--- config.mk ---
export PLATFORM = sky130hd
export DESIGN_NAME = circular_linked_queue_manager_core
export DESIGN_NICKNAME = d
export VERILOG_FILES = /design/src/hdl/clqm_pkg.sv /design/src/hdl/circular_linked_queue_manager_core.sv
export SDC_FILE = /design/constraint.sdc
export NUM_CORES = 1
export LEC_CHECK = 0
export ABC_AREA = 1
export BUFFER_PORTS_ARGS = -buffer_cell sky130_fd_sc_hd__buf_4
export CORE_MARGIN = 3
export CORE_UTILIZATION = 40
export DETAILED_ROUTE_END_ITERATION = 8
export PLACE_DENSITY_LB_ADDON = 0.08
export SETUP_SLACK_MARGIN = 0.02
export SLEW_MARGIN = 15
export SYNTH_ARGS = -nofsm -noshare
export SYNTH_HDL_FRONTEND = slang
export SYNTH_SLANG_ARGS = --single-unit
--- constraint.sdc ---
create_clock -name i_clk -period 2.41 [get_ports i_clk]
set_input_delay 0.723 -clock i_clk [delete_from_list [all_inputs] [get_ports i_clk]]
set_output_delay 0.723 -clock i_clk [all_outputs]
set_load 0.02 [all_outputs]
--- src/hdl/clqm_pkg.sv ---
// Types, codes and microcode table for the circular linked queue manager.
`default_nettype none

package clqm_pkg;

    localparam logic MODE_APPEND = 1'b0;
    localparam logic MODE_REMOVE = 1'b1;

    typedef enum logic [1:0] {
        ST_OK     = 2'd0,
        ST_LINKED = 2'd1,
        ST_EMPTY  = 2'd2,
        ST_ABSENT = 2'd3
    } t_status;

    // Sequencer steps; BR_NEXT falls through to the following step.
    typedef enum logic [2:0] {
        UPC_IDLE      = 3'd0,
        UPC_DISPATCH  = 3'd1,
        UPC_APP_LINK  = 3'd2,
        UPC_APP_TAIL  = 3'd3,
        UPC_APP_FIRST = 3'd4,
        UPC_RM_FETCH  = 3'd5,
        UPC_RM_SPLICE = 3'd6,
        UPC_FINISH    = 3'd7
    } t_upc;

    typedef enum logic [1:0] {
        BR_WAIT     = 2'd0,
        BR_DISPATCH = 2'd1,
        BR_NEXT     = 2'd2,
        BR_END      = 2'd3
    } t_branch;

    typedef enum logic [1:0] {
        NXA_E = 2'd0,
        NXA_P = 2'd1
    } t_nx_wa;

    typedef enum logic [1:0] {
        NXD_HEAD = 2'd0,
        NXD_E    = 2'd1,
        NXD_N    = 2'd2
    } t_nx_wd;

    typedef enum logic [1:0] {
        PVA_E    = 2'd0,
        PVA_HEAD = 2'd1,
        PVA_N    = 2'd2
    } t_pv_wa;

    typedef enum logic [1:0] {
        PVD_E = 2'd0,
        PVD_P = 2'd1
    } t_pv_wd;

    typedef struct packed {
        t_branch br;
        logic    latch;
        logic    commit;
        logic    nx_we;
        t_nx_wa  nx_wa;
        t_nx_wd  nx_wd;
        logic    pv_we;
        t_pv_wa  pv_wa;
        t_pv_wd  pv_wd;
    } t_uword;

    function automatic t_uword ucode(input t_upc step);
        t_uword w;
        w = '{br: BR_END, latch: 1'b0, commit: 1'b0, nx_we: 1'b0, nx_wa: NXA_E,
              nx_wd: NXD_E, pv_we: 1'b0, pv_wa: PVA_E, pv_wd: PVD_E};
        unique case (step)
            UPC_IDLE: begin
                w.br = BR_WAIT;
            end
            UPC_DISPATCH: begin
                w.br = BR_DISPATCH;
            end
            UPC_APP_LINK: begin
                // tail arrives from prev[head]; new element points at head
                w.br    = BR_NEXT;
                w.latch = 1'b1;
                w.nx_we = 1'b1;
                w.nx_wa = NXA_E;
                w.nx_wd = NXD_HEAD;
                w.pv_we = 1'b1;
                w.pv_wa = PVA_HEAD;
                w.pv_wd = PVD_E;
            end
            UPC_APP_TAIL: begin
                w.commit = 1'b1;
                w.nx_we  = 1'b1;
                w.nx_wa  = NXA_P;
                w.nx_wd  = NXD_E;
                w.pv_we  = 1'b1;
                w.pv_wa  = PVA_E;
                w.pv_wd  = PVD_P;
            end
            UPC_APP_FIRST: begin
                w.commit = 1'b1;
                w.nx_we  = 1'b1;
                w.nx_wa  = NXA_E;
                w.nx_wd  = NXD_E;
                w.pv_we  = 1'b1;
                w.pv_wa  = PVA_E;
                w.pv_wd  = PVD_E;
            end
            UPC_RM_FETCH: begin
                w.br    = BR_NEXT;
                w.latch = 1'b1;
            end
            UPC_RM_SPLICE: begin
                w.commit = 1'b1;
                w.nx_we  = 1'b1;
                w.nx_wa  = NXA_P;
                w.nx_wd  = NXD_N;
                w.pv_we  = 1'b1;
                w.pv_wa  = PVA_N;
                w.pv_wd  = PVD_P;
            end
            UPC_FINISH: begin
                w.commit = 1'b1;
            end
            default: begin
                w.br = BR_END;
            end
        endcase
        return w;
    endfunction

endpackage

`default_nettype wire

--- src/hdl/circular_linked_queue_manager_core.sv ---
// Top level of the circular linked queue manager: sequencer, link memories, result port.
`default_nettype none

// Circular doubly linked queue over NUM_SLOTS element slots.
// Command channel: an item (i_mode, i_elem_index) is taken at a rising edge
// with start high and busy low. Mode append links the slot in at the tail,
// just ahead of the head; mode remove unlinks the named slot.
// Result channel: o_valid pulses for one cycle with o_status, o_count,
// o_head_index and o_removed_index. The receiver cannot stall; a result
// that is not taken in its cycle is gone.
// Timing: the strobe rises at the edge that ends the last step. A failed
// or trivial item runs dispatch plus one step, a full link or unlink runs
// dispatch plus two steps, set by the single write port on each link
// memory and its registered read. busy drops in the strobe cycle, so a new
// item can be taken at the edge that ends it, but not while one is running.
// Reset: synchronous, active low. It clears the linked flags, the count,
// the head and the sequencer. The link memories are not cleared; a link is
// only read for a slot that is linked and has thus been written.
module circular_linked_queue_manager_core
    import clqm_pkg::*;
#(
    parameter int NUM_SLOTS = 16
) (
    input  wire        i_clk,
    input  wire        i_rst_n,
    input  wire        start,
    output logic       busy,
    input  wire        i_mode,
    input  wire  [3:0] i_elem_index,
    output logic       o_valid,
    output logic [1:0] o_status,
    output logic [4:0] o_count,
    output logic [3:0] o_head_index,
    output logic [3:0] o_removed_index
);

    localparam int SLOT_W = (NUM_SLOTS > 2) ? $clog2(NUM_SLOTS) : 1;
    localparam int CNT_W  = $clog2(NUM_SLOTS + 1);
    localparam logic [8:0] NUM_SLOTS_V = 9'(NUM_SLOTS);

    // sequencer and datapath registers
    t_upc              r_upc, n_upc;
    t_status           r_status, n_status;
    logic              r_mode;
    logic [3:0]        r_e;
    logic [SLOT_W-1:0] r_p, r_n;
    logic [SLOT_W-1:0] r_head, n_head;
    logic [CNT_W-1:0]  r_count, n_count;
    logic [NUM_SLOTS-1:0] r_linked, n_linked;

    // link memories with registered reads
    logic [SLOT_W-1:0] r_next_mem [NUM_SLOTS];
    logic [SLOT_W-1:0] r_prev_mem [NUM_SLOTS];
    logic [SLOT_W-1:0] r_next_rd, r_prev_rd;

    t_uword            uw;
    logic [SLOT_W-1:0] slot;
    logic              in_range;
    logic              accept;
    logic [SLOT_W-1:0] prev_ra;
    logic [SLOT_W-1:0] nx_wa, nx_wd, pv_wa, pv_wd;
    logic              ok_commit;

    assign slot     = SLOT_W'(r_e);
    assign in_range = {5'd0, r_e} < NUM_SLOTS_V;
    assign busy     = (r_upc != UPC_IDLE);
    assign accept   = start && !busy;
    assign uw       = ucode(r_upc);

    // append reads prev[head] to find the tail; remove reads both links of the slot
    assign prev_ra  = (r_mode == MODE_REMOVE) ? slot : r_head;

    always_ff @(posedge i_clk) begin
        r_next_rd <= r_next_mem[slot];
        r_prev_rd <= r_prev_mem[prev_ra];
        if (uw.nx_we) begin
            r_next_mem[nx_wa] <= nx_wd;
        end
        if (uw.pv_we) begin
            r_prev_mem[pv_wa] <= pv_wd;
        end
    end

    // write address and data selection from the control word
    always_comb begin
        case (uw.nx_wa)
            NXA_P:   nx_wa = r_p;
            default: nx_wa = slot;
        endcase
        case (uw.nx_wd)
            NXD_HEAD: nx_wd = r_head;
            NXD_N:    nx_wd = r_n;
            default:  nx_wd = slot;
        endcase
        case (uw.pv_wa)
            PVA_HEAD: pv_wa = r_head;
            PVA_N:    pv_wa = r_n;
            default:  pv_wa = slot;
        endcase
        case (uw.pv_wd)
            PVD_P:   pv_wd = r_p;
            default: pv_wd = slot;
        endcase
    end

    // step counter, dispatch checks and queue state update
    always_comb begin
        n_upc    = r_upc;
        n_status = r_status;
        unique case (uw.br)
            BR_WAIT: begin
                if (accept) begin
                    n_upc = UPC_DISPATCH;
                end
            end
            BR_DISPATCH: begin
                n_status = ST_OK;
                n_upc    = UPC_FINISH;
                if (r_mode == MODE_APPEND) begin
                    if (!in_range) begin
                        n_status = ST_ABSENT;
                    end else if (r_linked[slot]) begin
                        n_status = ST_LINKED;
                    end else if (r_count == '0) begin
                        n_upc = UPC_APP_FIRST;
                    end else begin
                        n_upc = UPC_APP_LINK;
                    end
                end else begin
                    if (r_count == '0) begin
                        n_status = ST_EMPTY;
                    end else if (!in_range || !r_linked[slot]) begin
                        n_status = ST_ABSENT;
                    end else if (r_count != CNT_W'(1)) begin
                        n_upc = UPC_RM_FETCH;
                    end
                end
            end
            BR_NEXT: begin
                n_upc = t_upc'(r_upc + 3'd1);
            end
            BR_END: begin
                n_upc = UPC_IDLE;
            end
            default: begin
                n_upc = UPC_IDLE;
            end
        endcase

        ok_commit = uw.commit && (r_status == ST_OK);
        n_count   = r_count;
        n_head    = r_head;
        n_linked  = r_linked;
        if (ok_commit) begin
            if (r_mode == MODE_APPEND) begin
                n_linked[slot] = 1'b1;
                n_count        = r_count + CNT_W'(1);
                if (r_count == '0) begin
                    n_head = slot;
                end
            end else begin
                n_linked[slot] = 1'b0;
                n_count        = r_count - CNT_W'(1);
                // last element leaves: empty queue parks the head at zero
                if (r_count == CNT_W'(1)) begin
                    n_head = '0;
                end else if (r_head == slot) begin
                    n_head = r_n;
                end
            end
        end
    end

    always_ff @(posedge i_clk) begin
        if (!i_rst_n) begin
            r_upc    <= UPC_IDLE;
            r_status <= ST_OK;
            r_count  <= '0;
            r_head   <= '0;
            r_linked <= '0;
            o_valid  <= 1'b0;
        end else begin
            r_upc    <= n_upc;
            r_status <= n_status;
            r_count  <= n_count;
            r_head   <= n_head;
            r_linked <= n_linked;
            o_valid  <= uw.commit;
        end
    end

    // item capture, link latch and result registers
    always_ff @(posedge i_clk) begin
        if (accept) begin
            r_mode <= i_mode;
            r_e    <= i_elem_index;
        end
        if (uw.latch) begin
            r_p <= r_prev_rd;
            r_n <= r_next_rd;
        end
        if (uw.commit) begin
            o_status        <= r_status;
            o_count         <= 5'(n_count);
            o_head_index    <= (n_count != '0) ? 4'(n_head) : 4'd0;
            o_removed_index <= (ok_commit && r_mode == MODE_REMOVE) ? r_e : 4'd0;
        end
    end

`ifndef SYNTHESIS
    a_accept_busy: assert property (@(posedge i_clk) disable iff (!i_rst_n)
        i_rst_n && start && !busy |=> busy)
        else $error("accepted item did not raise busy");

    a_strobe_idle: assert property (@(posedge i_clk) disable iff (!i_rst_n)
        o_valid |-> !busy)
        else $error("result strobe while sequencer still running");

    a_flag_count: assert property (@(posedge i_clk) disable iff (!i_rst_n)
        $countones(r_linked) == int'(r_count))
        else $error("linked flags disagree with element count");

    a_refused_removed: assert property (@(posedge i_clk) disable iff (!i_rst_n)
        o_valid && (o_status != ST_OK) |-> (o_removed_index == 4'd0))
        else $error("refused item reports a removed slot");
`endif

endmodule

`default_nettype wire
After elaboration in Yosys (flattened, before gate mapping):

Memory sizes are Yosys's and may differ from the RTL's. A register that Yosys moved wholly into a read port is not among the register bits.
Cells that the tools add are included.

* input port bits: 8
* logic and storage cells: 94
* bits in writable memories: 128
* output and inout bits: 17
* register bits after elaboration: 59
* memories kept: 2

Memory list
* r_next_mem: words 16, width 4, rd ports 1, clocked after memory_dff 1, wr ports 1, RTL line circular_linked_queue_manager_core.sv:52 `logic [SLOT_W-1:0] r_next_mem [NUM_SLOTS];`
* r_prev_mem: words 16, width 4, rd ports 1, clocked after memory_dff 1, wr ports 1, RTL line circular_linked_queue_manager_core.sv:53 `logic [SLOT_W-1:0] r_prev_mem [NUM_SLOTS];`

* add/sub/neg operators: 3
* bitwise gates (word level): 3
* magnitude comparators: 2
* eq/ne operators: 19
* muxes and demuxes: 37
* reductions and logical operators: 14

Operator list (number)
* 10-bit one-hot mux with 4 select lines: 1
* 4-bit 2-to-1 mux: 8
* 16-bit bitwise AND: 1
* 16-bit 2-to-1 mux: 1
* 16-bit NOT: 1
* 16-bit bitwise OR: 1
* 4-bit one-hot mux with 2 select lines: 2
* 3-bit equality test (second input constant): 4
* 2-bit 2-to-1 mux: 6
* 3-bit 2-to-1 mux: 4
* 3-bit one-hot mux with 4 select lines: 1
* 5-bit 2-to-1 mux: 2
* 1-bit 2-to-1 mux: 9
* 2-bit by 1-bit equality test with 1-bit output (second input constant): 4
* 2-bit equality test (second input constant): 4
* 3-bit by 2-bit equality test with 1-bit output (second input constant): 2
* 2-bit logical NOT: 3
* 2-bit one-hot mux with 3 select lines: 1
* 5-bit by 1-bit adder with 5-bit output (second input constant): 1
* 5-bit by 1-bit equality test with 1-bit output (second input constant): 1
* 5-bit logical NOT: 1
* 4-bit by 5-bit < comparator with 1-bit output (second input constant): 1
* 5-bit by 1-bit inequality test with 1-bit output (second input constant): 1
* 5-bit nonzero test: 1
* other kinds (14): 17

Depth between registers and ports, before layout:

Gate-level depths: netlist (run 1).

* word-level depth: 7
* mapped depth: 16
* gate-level depth less buffers: 14

Worst setup path after synthesis (run 1):

Ideal clock, no wire load.

* path type: register to register
* start: register r_upc[0]
* end: memory r_next_mem[12][0] (netlist name), enable pin
* period minus slack after synthesis: 2.214 ns
* slack: 0.196 ns
* required time: 2.049 ns
* stages on the path, launching flop included: 10
* data arrival time: 1.852 ns
* path buffers: 0
* cell sequence: dfxtp_1 > inv_2 > ha_1 > inv_1 > o21ai_1 > nand2_2 > o21ai_1 > inv_1 > nand3_1 > nor3_1

* word-level cells in the longest chain between the ends: 4

Ends and longest elaborated chain
* start: declaration: RTL line circular_linked_queue_manager_core.sv:42 `t_upc r_upc, n_upc;`
* start signal: assignment: RTL line circular_linked_queue_manager_core.sv:183 `r_upc <= n_upc;`
* 3-bit equality test / 3-bit by 2-bit equality test with 1-bit output (equally long branches): RTL line clqm_pkg.sv:73 `unique case (step)`
* 10-bit one-hot mux with 4 select lines *: RTL line clqm_pkg.sv:73
* 2-bit by 1-bit equality test with 1-bit output *: RTL line circular_linked_queue_manager_core.sv:86 `case (uw.nx_wa)`
* 4-bit 2-to-1 mux *: RTL line circular_linked_queue_manager_core.sv:86
* net nx_wa[3]: RTL line circular_linked_queue_manager_core.sv:61 `logic [SLOT_W-1:0] nx_wa, nx_wd, pv_wa, pv_wd;`
* end: declaration: RTL line circular_linked_queue_manager_core.sv:52

The timed path passes the listed nets; every way through them passes the cells marked *.

Final worst setup path (run 1):

* start: register r_upc[0]
* end: memory r_next_mem[0][1] (netlist name), enable pin

* word-level cells in the longest chain between the ends: 4

Ends and longest elaborated chain (RTL line)
* 3-bit equality test / 3-bit by 2-bit equality test with 1-bit output (equally long branches): clqm_pkg.sv:73
* 10-bit one-hot mux with 4 select lines *: clqm_pkg.sv:73
* 2-bit by 1-bit equality test with 1-bit output / 1-bit 2-to-1 mux (equally long branches): circular_linked_queue_manager_core.sv:86, circular_linked_queue_manager_core.sv:76
* 4-bit 2-to-1 mux / 1-bit 2-to-1 mux (equally long branches): circular_linked_queue_manager_core.sv:86, circular_linked_queue_manager_core.sv:77

Every way passes the cells marked *; elsewhere a longest branch is shown, timed or not.

==> implementation parameters, run 1 <==
Parameter                              Value

Critical path
  Endpoint of the most critical setup path ... r_next_mem[0][1]
  Worst reg2reg path startpoint ... r_upc[0]
  Cell depth of the worst flop-to-flop path ... 9
  Path length in cells of the critical path ... 9
  Launching instance or port of the critical path ... r_upc[0]
  Kind of start point of the critical path ... register
  Max stage delay on crit path ... 410 ps
  CP Capture Type ... register
  Data arrival, critical path ... 2400 ps
  Required time at the worst-slack endpoint ... approximately 2500 ps
  Endpoint of the most critical register-to-register path ... r_next_mem[0][1]
  Worst reg2reg setup slack ... 100 ps
  Cell Chain, Critical Path ... inv_2, ha_1, inv_1, o21ai_1, nand2_2, nand2_1, o21ai_2, nand3_1, nor2_1
  Crit path kind ... reg2reg
  Family of cells with the greatest summed delay on the critical path ... simple AND/OR/NAND/NOR gates
  Worst-path fanout max ... 8
  Number of buffers and inverters on the critical path ... 2
  Cell at the slowest stage of the critical path ... dfxtp_1

Global routing
  Met3 Resource Use GR ... 3.52%
  Layer with the highest usage after global routing ... met2
  Overflow left after global routing ... 0
  Global-route wire length before repair ... 30,200 µm
  Global-route met1 utilization ... 23.3%
  Vias in the first global route ... 5,630
  Number of antenna violations at the first check in global routing ... 0
  Met2 capacity usage during global routing ... between 20 and 30%
  Global routing usage summed across all routing layers ... 17.5%
  Pin count of the biggest net entering global routing ... 65

Synthesis
  Net count after synthesis ... just over 800
  Syn Area/Cell ... 10.6 µm²
  Ranking of synthesized cells by area ... edfxtp_1 (56%), dfxtp_1 (9.3%), nand2_1 (6.6%)
  Post-synthesis register bit count ... 195
  Cell type with the highest aggregate area in the netlist ... edfxtp_1
  Post-Syn Instances ... 789
  EDFF count, synth ... 156
  Summed instance area of the synthesized netlist ... 8360 µm²
  Share of flip-flops with an asynchronous set or reset ... 0%
  Distinct cell type count after synthesis ... 31
  Prevailing post-synth register cell ... edfxtp_1
  Fraction of synthesized cell area taken by the top area cell type ... 56.0%
  Total of warnings raised by yosys ... 0
  Sequential-to-total area share from yosys stat ... 65.4%

Timing
  Final-report setup violation count ... 0
  Worst slew margin relative to its limit ... 47.8%
  Sum of negative setup slack ... 0 ps
  Hold WS ... roughly 410 ps
  Portion of the clock cycle consumed by the worst path in the final layout ... 96.0%
  Worst clock skew ... between 10 and 15 ps
  Setup repair after global routing missed its margin ... yes
  Slew at the pin closest to its max-slew limit ... 778 ps
  Fin. Hold Viols ... 0
  Slew Limit Fails ... 0
  Maximum clock rate ... 432 MHz
  Post-layout min period ... 2310 ps

Clock tree
  Buffer type at the clock tree root ... clkbuf_16
  Post-CTS Hold Fix Bufs ... 0
  Clock latency on the worst-skew pair ... 440 ps
  Clock Pin Slew Worst Setup and Hold Paths ... 70 ps
  Number of buffers between clock root and the deepest sink ... 2
  Maximum level of the CTS H-tree ... 4
  Num CTS Buffers ... 17
  Clock tree from TritonCTS ... done
  Num Clock Sinks ... 195

Pwr
  Proportion of power drawn by flip-flops and latches ... between 40% and 50%
  NetSw ... 4020 µW
  Sw Ratio ... 37.2%
  Worst voltage drop across the vdd grid ... 0.530 mV
  Int Power ... 6800 µW
  Comb power frac ... between 30% and 40%
  Clock Power Share ... 26.1%
  Power per standard cell area ... 1110 nW/µm²
  LEAKAGE ... around 0.0036 µW

Finish
  Most frequent cells in the layout ... edfxtp_1 (156), nand2_1 (143), inv_1 (79)
  Fraction of final layout cells with drive strength greater than 1 ... between 15 and 20%
  Count of inserted antenna diode cells ... 0
  Most common cell after layout, fill and taps aside ... edfxtp_1
  Area growth from synthesis to final layout ... 17.0%
  NumNets Final ... around 850

Floorplan
  Floorplan die height ... 151 µm
  Number of placement rows ... 52
  Width of the chip ... 151 µm
  Core outline area ... 20,400 µm²
  I/O pin count ... 25
  Die outline area ... ~23,000 µm²
  Starting density of the core ... 41.0%

Placement
  HPWL Detailed ... 13,500 µm
  Placer Congestion ... 0.870
  Buffers added on ports ... 24

Hold path
  Min-Delay Path Class ... reg2reg

Flow run
  Count of max-cap constraint violations ... 0

Drt
  Vias after detailed routing ... approximately 5,800
  Total iterations of the first detailed-routing run ... 5
  ANT nets after route ... 0
  Routed Wire Length ... ~19,000 µm
  Final routed wire length divided by cell count ... about 17 µm
  Number of DRC violations after detailed-routing iteration 0 ... 324
  Remaining routing DRC violations ... 0
  Via-to-Cell Ratio ... about 5

Run status
  Run status ... finished, final reports clean
[worst min-delay path by stage]
stage                       startpoint     end  depth (start not counted)
after floorplan           r_next_rd[0]  r_n[0]                          0
after global placement    r_next_rd[3]  r_n[3]                          0
after detailed placement  r_next_rd[2]  r_n[2]                          0
after CTS                 r_next_rd[2]  r_n[2]                          0
after global routing      r_prev_rd[1]  r_p[1]                          0
final                     r_next_rd[2]  r_n[2]                          0
[worst register-to-register path, delay by kind of cell (launching register included)]
family,cells,cell delay (ps)
adders and majority gates,1,220
AOI/OAI and AO/OA,2,240
buffers and inverters,2,210
and+or+nand+nor,4,900
DFF,1,410
[layout make-up]
type | instances | area [µm²]
well taps | 270 | 338
inverters | 84 | 315
flip-flops and latches | 195 | 5470
multi-input cells | 482 | 2610
fillers | 1842 | 10600
clock buffers | 17 | 425
repair buffers | 57 | 453
clock inverters | 15 | 178
[flip-flops by register name, summed over array words and instances (netlist names), named ones only]
| name | flops |
|---|---|
| r_next_mem | 64 |
| r_prev_mem | 64 |
| o_count | 5 |
| r_count | 5 |
| o_head_index | 4 |
| o_removed_index | 4 |
| r_e | 4 |
| r_head | 4 |
| r_n | 4 |
| r_next_rd | 4 |
| r_p | 4 |
| r_prev_rd | 4 |
| r_upc | 3 |
| o_status | 2 |
| r_status | 2 |
| o_valid | 1 |
| r_mode | 1 |
[stage by stage]
stage | power (µW) | worst slack (ps) | cell area (µm²) | cells | util [%]
finish | 10800 | 96.6 | 9780 | 1120 | 48.0
global route | 11400 | -26.3 | 9780 | 1120 | 48.0
CTS | 10700 | 8.31 | 9600 | 1119 | 47.1
detailed placement | 7880 | 11.5 | 8990 | 1087 | 44.2
global placement | 7850 | 94.0 | 8990 | 1087 | 44.2
floorplan | 6690 | 196 | 8360 | 789 | -
[synth_stat cells, types with 7 or more instances]
| cell type | number |
|---|---|
| nand2_1 | 148 |
| o211ai_1 | 20 |
| nand3_1 | 47 |
| buf_2 | 12 |
| o21ai_0 | 43 |
| clkbuf_1 | 7 |
| ha_1 | 8 |
| buf_4 | 8 |
| edfxtp_1 | 156 |
| inv_1 | 79 |
| xor2_1 | 7 |
| a21oi_1 | 50 |
| dfxtp_1 | 39 |
| nor2_1 | 91 |
| a22oi_1 | 32 |
[layer usage]
layer / wire, µm / share of wire [%]
met1: 8760 / 45
met2: 9480 / 49
met3: 821 / 4.2
met4: 378 / 1.9
met5: 0 / 0
[cells by family after synthesis]
| group | Yosys count | synth area share [%] |
|---|---|---|
| fa+ha+maj | 8 | 1.20 |
| simple gates | 308 | 15.4 |
| compound gates | 158 | 11.4 |
| xor+xnor | 8 | 0.928 |
| buf+inv | 112 | 5.66 |
| flops | 195 | 65.4 |
[power by group through the flow]
stage               registers (µW)  logic, µW  clock network [µW]
floorplan                     4670       2030                   0
global placement              4670       3180                   0
detailed placement            4670       3210                   0
CTS                           4600       3220                2880
global route                  4650       3770                3010
finish                        4600       3400                2820
[timing repair]
item                       4_1_cts  5_1_grt
setup endpoints to repair        8      113
hold endpoints to repair         0        0
gates resized for setup          0       49
setup buffers                    0        1
Power figures use the tool's default switching activity.
==> inputs of run 2 (changes only) <==
--- a/config.mk
+++ b/config.mk
@@ -8,7 +8,7 @@
 export ABC_AREA = 1
 export BUFFER_PORTS_ARGS = -buffer_cell sky130_fd_sc_hd__buf_4
 export CORE_MARGIN = 3
-export CORE_UTILIZATION = 40
+export CORE_UTILIZATION = 58
 export DETAILED_ROUTE_END_ITERATION = 8
 export PLACE_DENSITY_LB_ADDON = 0.08
 export SETUP_SLACK_MARGIN = 0.02
==> implementation parameters, run 2 (same netlist as run 1, synthesis figures left out) <==
Parameter                              Value

Floorplan
  Number of placement rows ... 43
  Floorplan die height ... 126 µm
  Starting density of the core ... 59.7%
  Width of the chip ... 126 µm
  I/O pin count ... 25
  Core outline area ... 14,000 µm²
  Die outline area ... 15,900 µm²

Drt
  Via-to-Cell Ratio ... 5.72
  Total iterations of the first detailed-routing run ... 6
  ANT nets after route ... 0
  Final routed wire length divided by cell count ... ~17 µm
  Number of DRC violations after detailed-routing iteration 0 ... 615
  Remaining routing DRC violations ... 0
  Vias after detailed routing ... 5,867
  Routed Wire Length ... about 18,000 µm

Clock tree
  Clock latency on the worst-skew pair ... 440 ps
  Post-CTS Hold Fix Bufs ... 0
  Number of buffers between clock root and the deepest sink ... 2
  Clock tree from TritonCTS ... done
  Clock Pin Slew Worst Setup and Hold Paths ... 70 ps
  Num CTS Buffers ... 17
  Num Clock Sinks ... 195
  Maximum level of the CTS H-tree ... 4
  Buffer type at the clock tree root ... clkbuf_16
  Buffers inserted by post-CTS timing repair ... 0

Global routing
  Vias in the first global route ... 5,708
  Pin count of the biggest net entering global routing ... 65
  Global-route wire length before repair ... approximately 29,000 µm
  Overflow left after global routing ... 0
  Global routing usage summed across all routing layers ... 23.0%
  Number of antenna violations at the first check in global routing ... 0

Finish
  Area growth from synthesis to final layout ... 14.8%
  Post-layout instance area ... 9600 µm²
  NumNets Final ... 848
  Filler cells ... 1,043
  Area of the multi-input gates ... 2610 µm²
  Non-filler instance count after layout ... 1,025
  Most common cell after layout, fill and taps aside ... edfxtp_1
  Combined flip-flop and latch cell area ... 5470 µm²
  Largest regs ... r_next_mem: 64 flops, r_prev_mem: 64 flops
  Most frequent cells in the layout ... edfxtp_1 (156), nand2_1 (142), inv_1 (78)
  Fraction of final layout cells with drive strength greater than 1 ... 16.4%
  Count of inserted antenna diode cells ... 0

Timing
  Slew Limit Fails ... 0
  Hold WS ... 406 ps
  Final worst setup slack ... 114 ps
  Worst slew margin relative to its limit ... 45.5%
  Sum of negative setup slack ... 0 ps
  Worst clock skew ... between 8 and 9 ps
  Setup repair after global routing missed its margin ... yes
  Slew at the pin closest to its max-slew limit ... just over 800 ps
  Portion of the clock cycle consumed by the worst path in the final layout ... 95.3%
  Fin. Hold Viols ... 0
  Post-layout min period ... 2300 ps
  Final-report setup violation count ... 0
  Maximum clock rate ... 436 MHz

Placement
  Placed instance count ... 993
  HPWL Detailed ... between 10,000 and 15,000 µm
  Pre-CTS WS ... between 10 and 15 ps
  Placer Congestion ... 0.889
  Buffers added on ports ... 24
  Placed inst area ... 8840 µm²

Critical path
  Required time at the worst-slack endpoint ... 2540 ps
  Kind of start point of the critical path ... register
  Worst-path fanout max ... 5
  Data arrival, critical path ... roughly 2400 ps
  CP Capture Type ... register
  Crit path kind ... reg2reg
  Cell depth of the worst flop-to-flop path ... 8

Run status
  Run status ... finished, final reports clean

Hold path
  Instance count along the most critical hold path ... 0
  Min-Delay Path Class ... reg2reg

Pwr
  LEAKAGE ... 0.00360 µW
  Worst voltage drop across the vdd grid ... 0.629 mV
  Power per standard cell area ... between 1000 and 1500 nW/µm²

Flow run
  Count of max-cap constraint violations ... 0
-- run 2: cell count changes in the layout (fill, tap and decap cells not counted), moves of 2 or more --
cell / previous run / this run
clkinv_4: 2 / 4
nor2_2: 22 / 9
inv_12: 2 / 0
inv_8: 5 / 2
nand3_4: 2 / 0
clkbuf_1: 0 / 2
nor2_1: 65 / 71
nand3_2: 1 / 3
clkinv_8: 3 / 1
nor2_4: 10 / 17
buf_4: 55 / 51
-- run 2: routing by layer --
layer | GRT usage, % | up-vias | wire length (µm)
met4 | 9.65 | 0 | 404
met2 | 37.4 | 203 | 8490
met1 | 30.7 | 2816 | 7720
met5 | 0 | - | 0
li1 | - | 2817 | -
met3 | 4.41 | 31 | 1050
-- run 2: power by group --
group | internal, µW | switching (µW) | leakage (µW) | total, µW
sequential | 4380 | 227 | 0.00174 | 4600
combinational | 959 | 2310 | 0.00158 | 3260
clock | 1460 | 1280 | 0.000279 | 2740
total | 6800 | 3820 | 0.00360 | 10600
-- run 2: cell type report --
type	instances	share of cell area, %
well taps	180	2.35
flip-flops and latches	195	57.0
clock buffers	19	4.51
multi-input cells	482	27.2
clock inverters	13	1.49
repair buffers	52	4.20
inverters	84	3.29
-- run 2: final timing paths --
kind | from | endpoint | slack (ps)
hold / removal | r_prev_rd[0] | r_p[0] | 410
setup / recovery | r_upc[0] | r_prev_mem[0][2] | 110
setup reg to reg | r_upc[0] | r_prev_mem[0][2] | 110
hold reg to reg | r_prev_rd[0] | r_p[0] | 410
-- run 2: per-stage QoR --
step	util, %	total power, µW
6_report	68.6	10600
5_1_grt	68.6	11200
4_1_cts	67.3	10500
3_5_place_dp	63.2	7740
3_3_place_gp	63.2	7680
2_1_floorplan	-	6690
-- run 2: timing repair --
action,4_1_cts,5_1_grt
endpoints found under the hold margin,0,0
pin swaps,0,0
endpoints found under the setup margin,12,87
gates cloned,0,0
gates resized for setup,1,48
-- run 2: critical path, stage by stage (launching register included) --
cell	delay [ps]
dfxtp_2	340
inv_2	110
ha_1	180
inv_1	90
nor2_1	230
nor2_2	140
a221oi_4	360
nand3_2	280
nor2_2	260
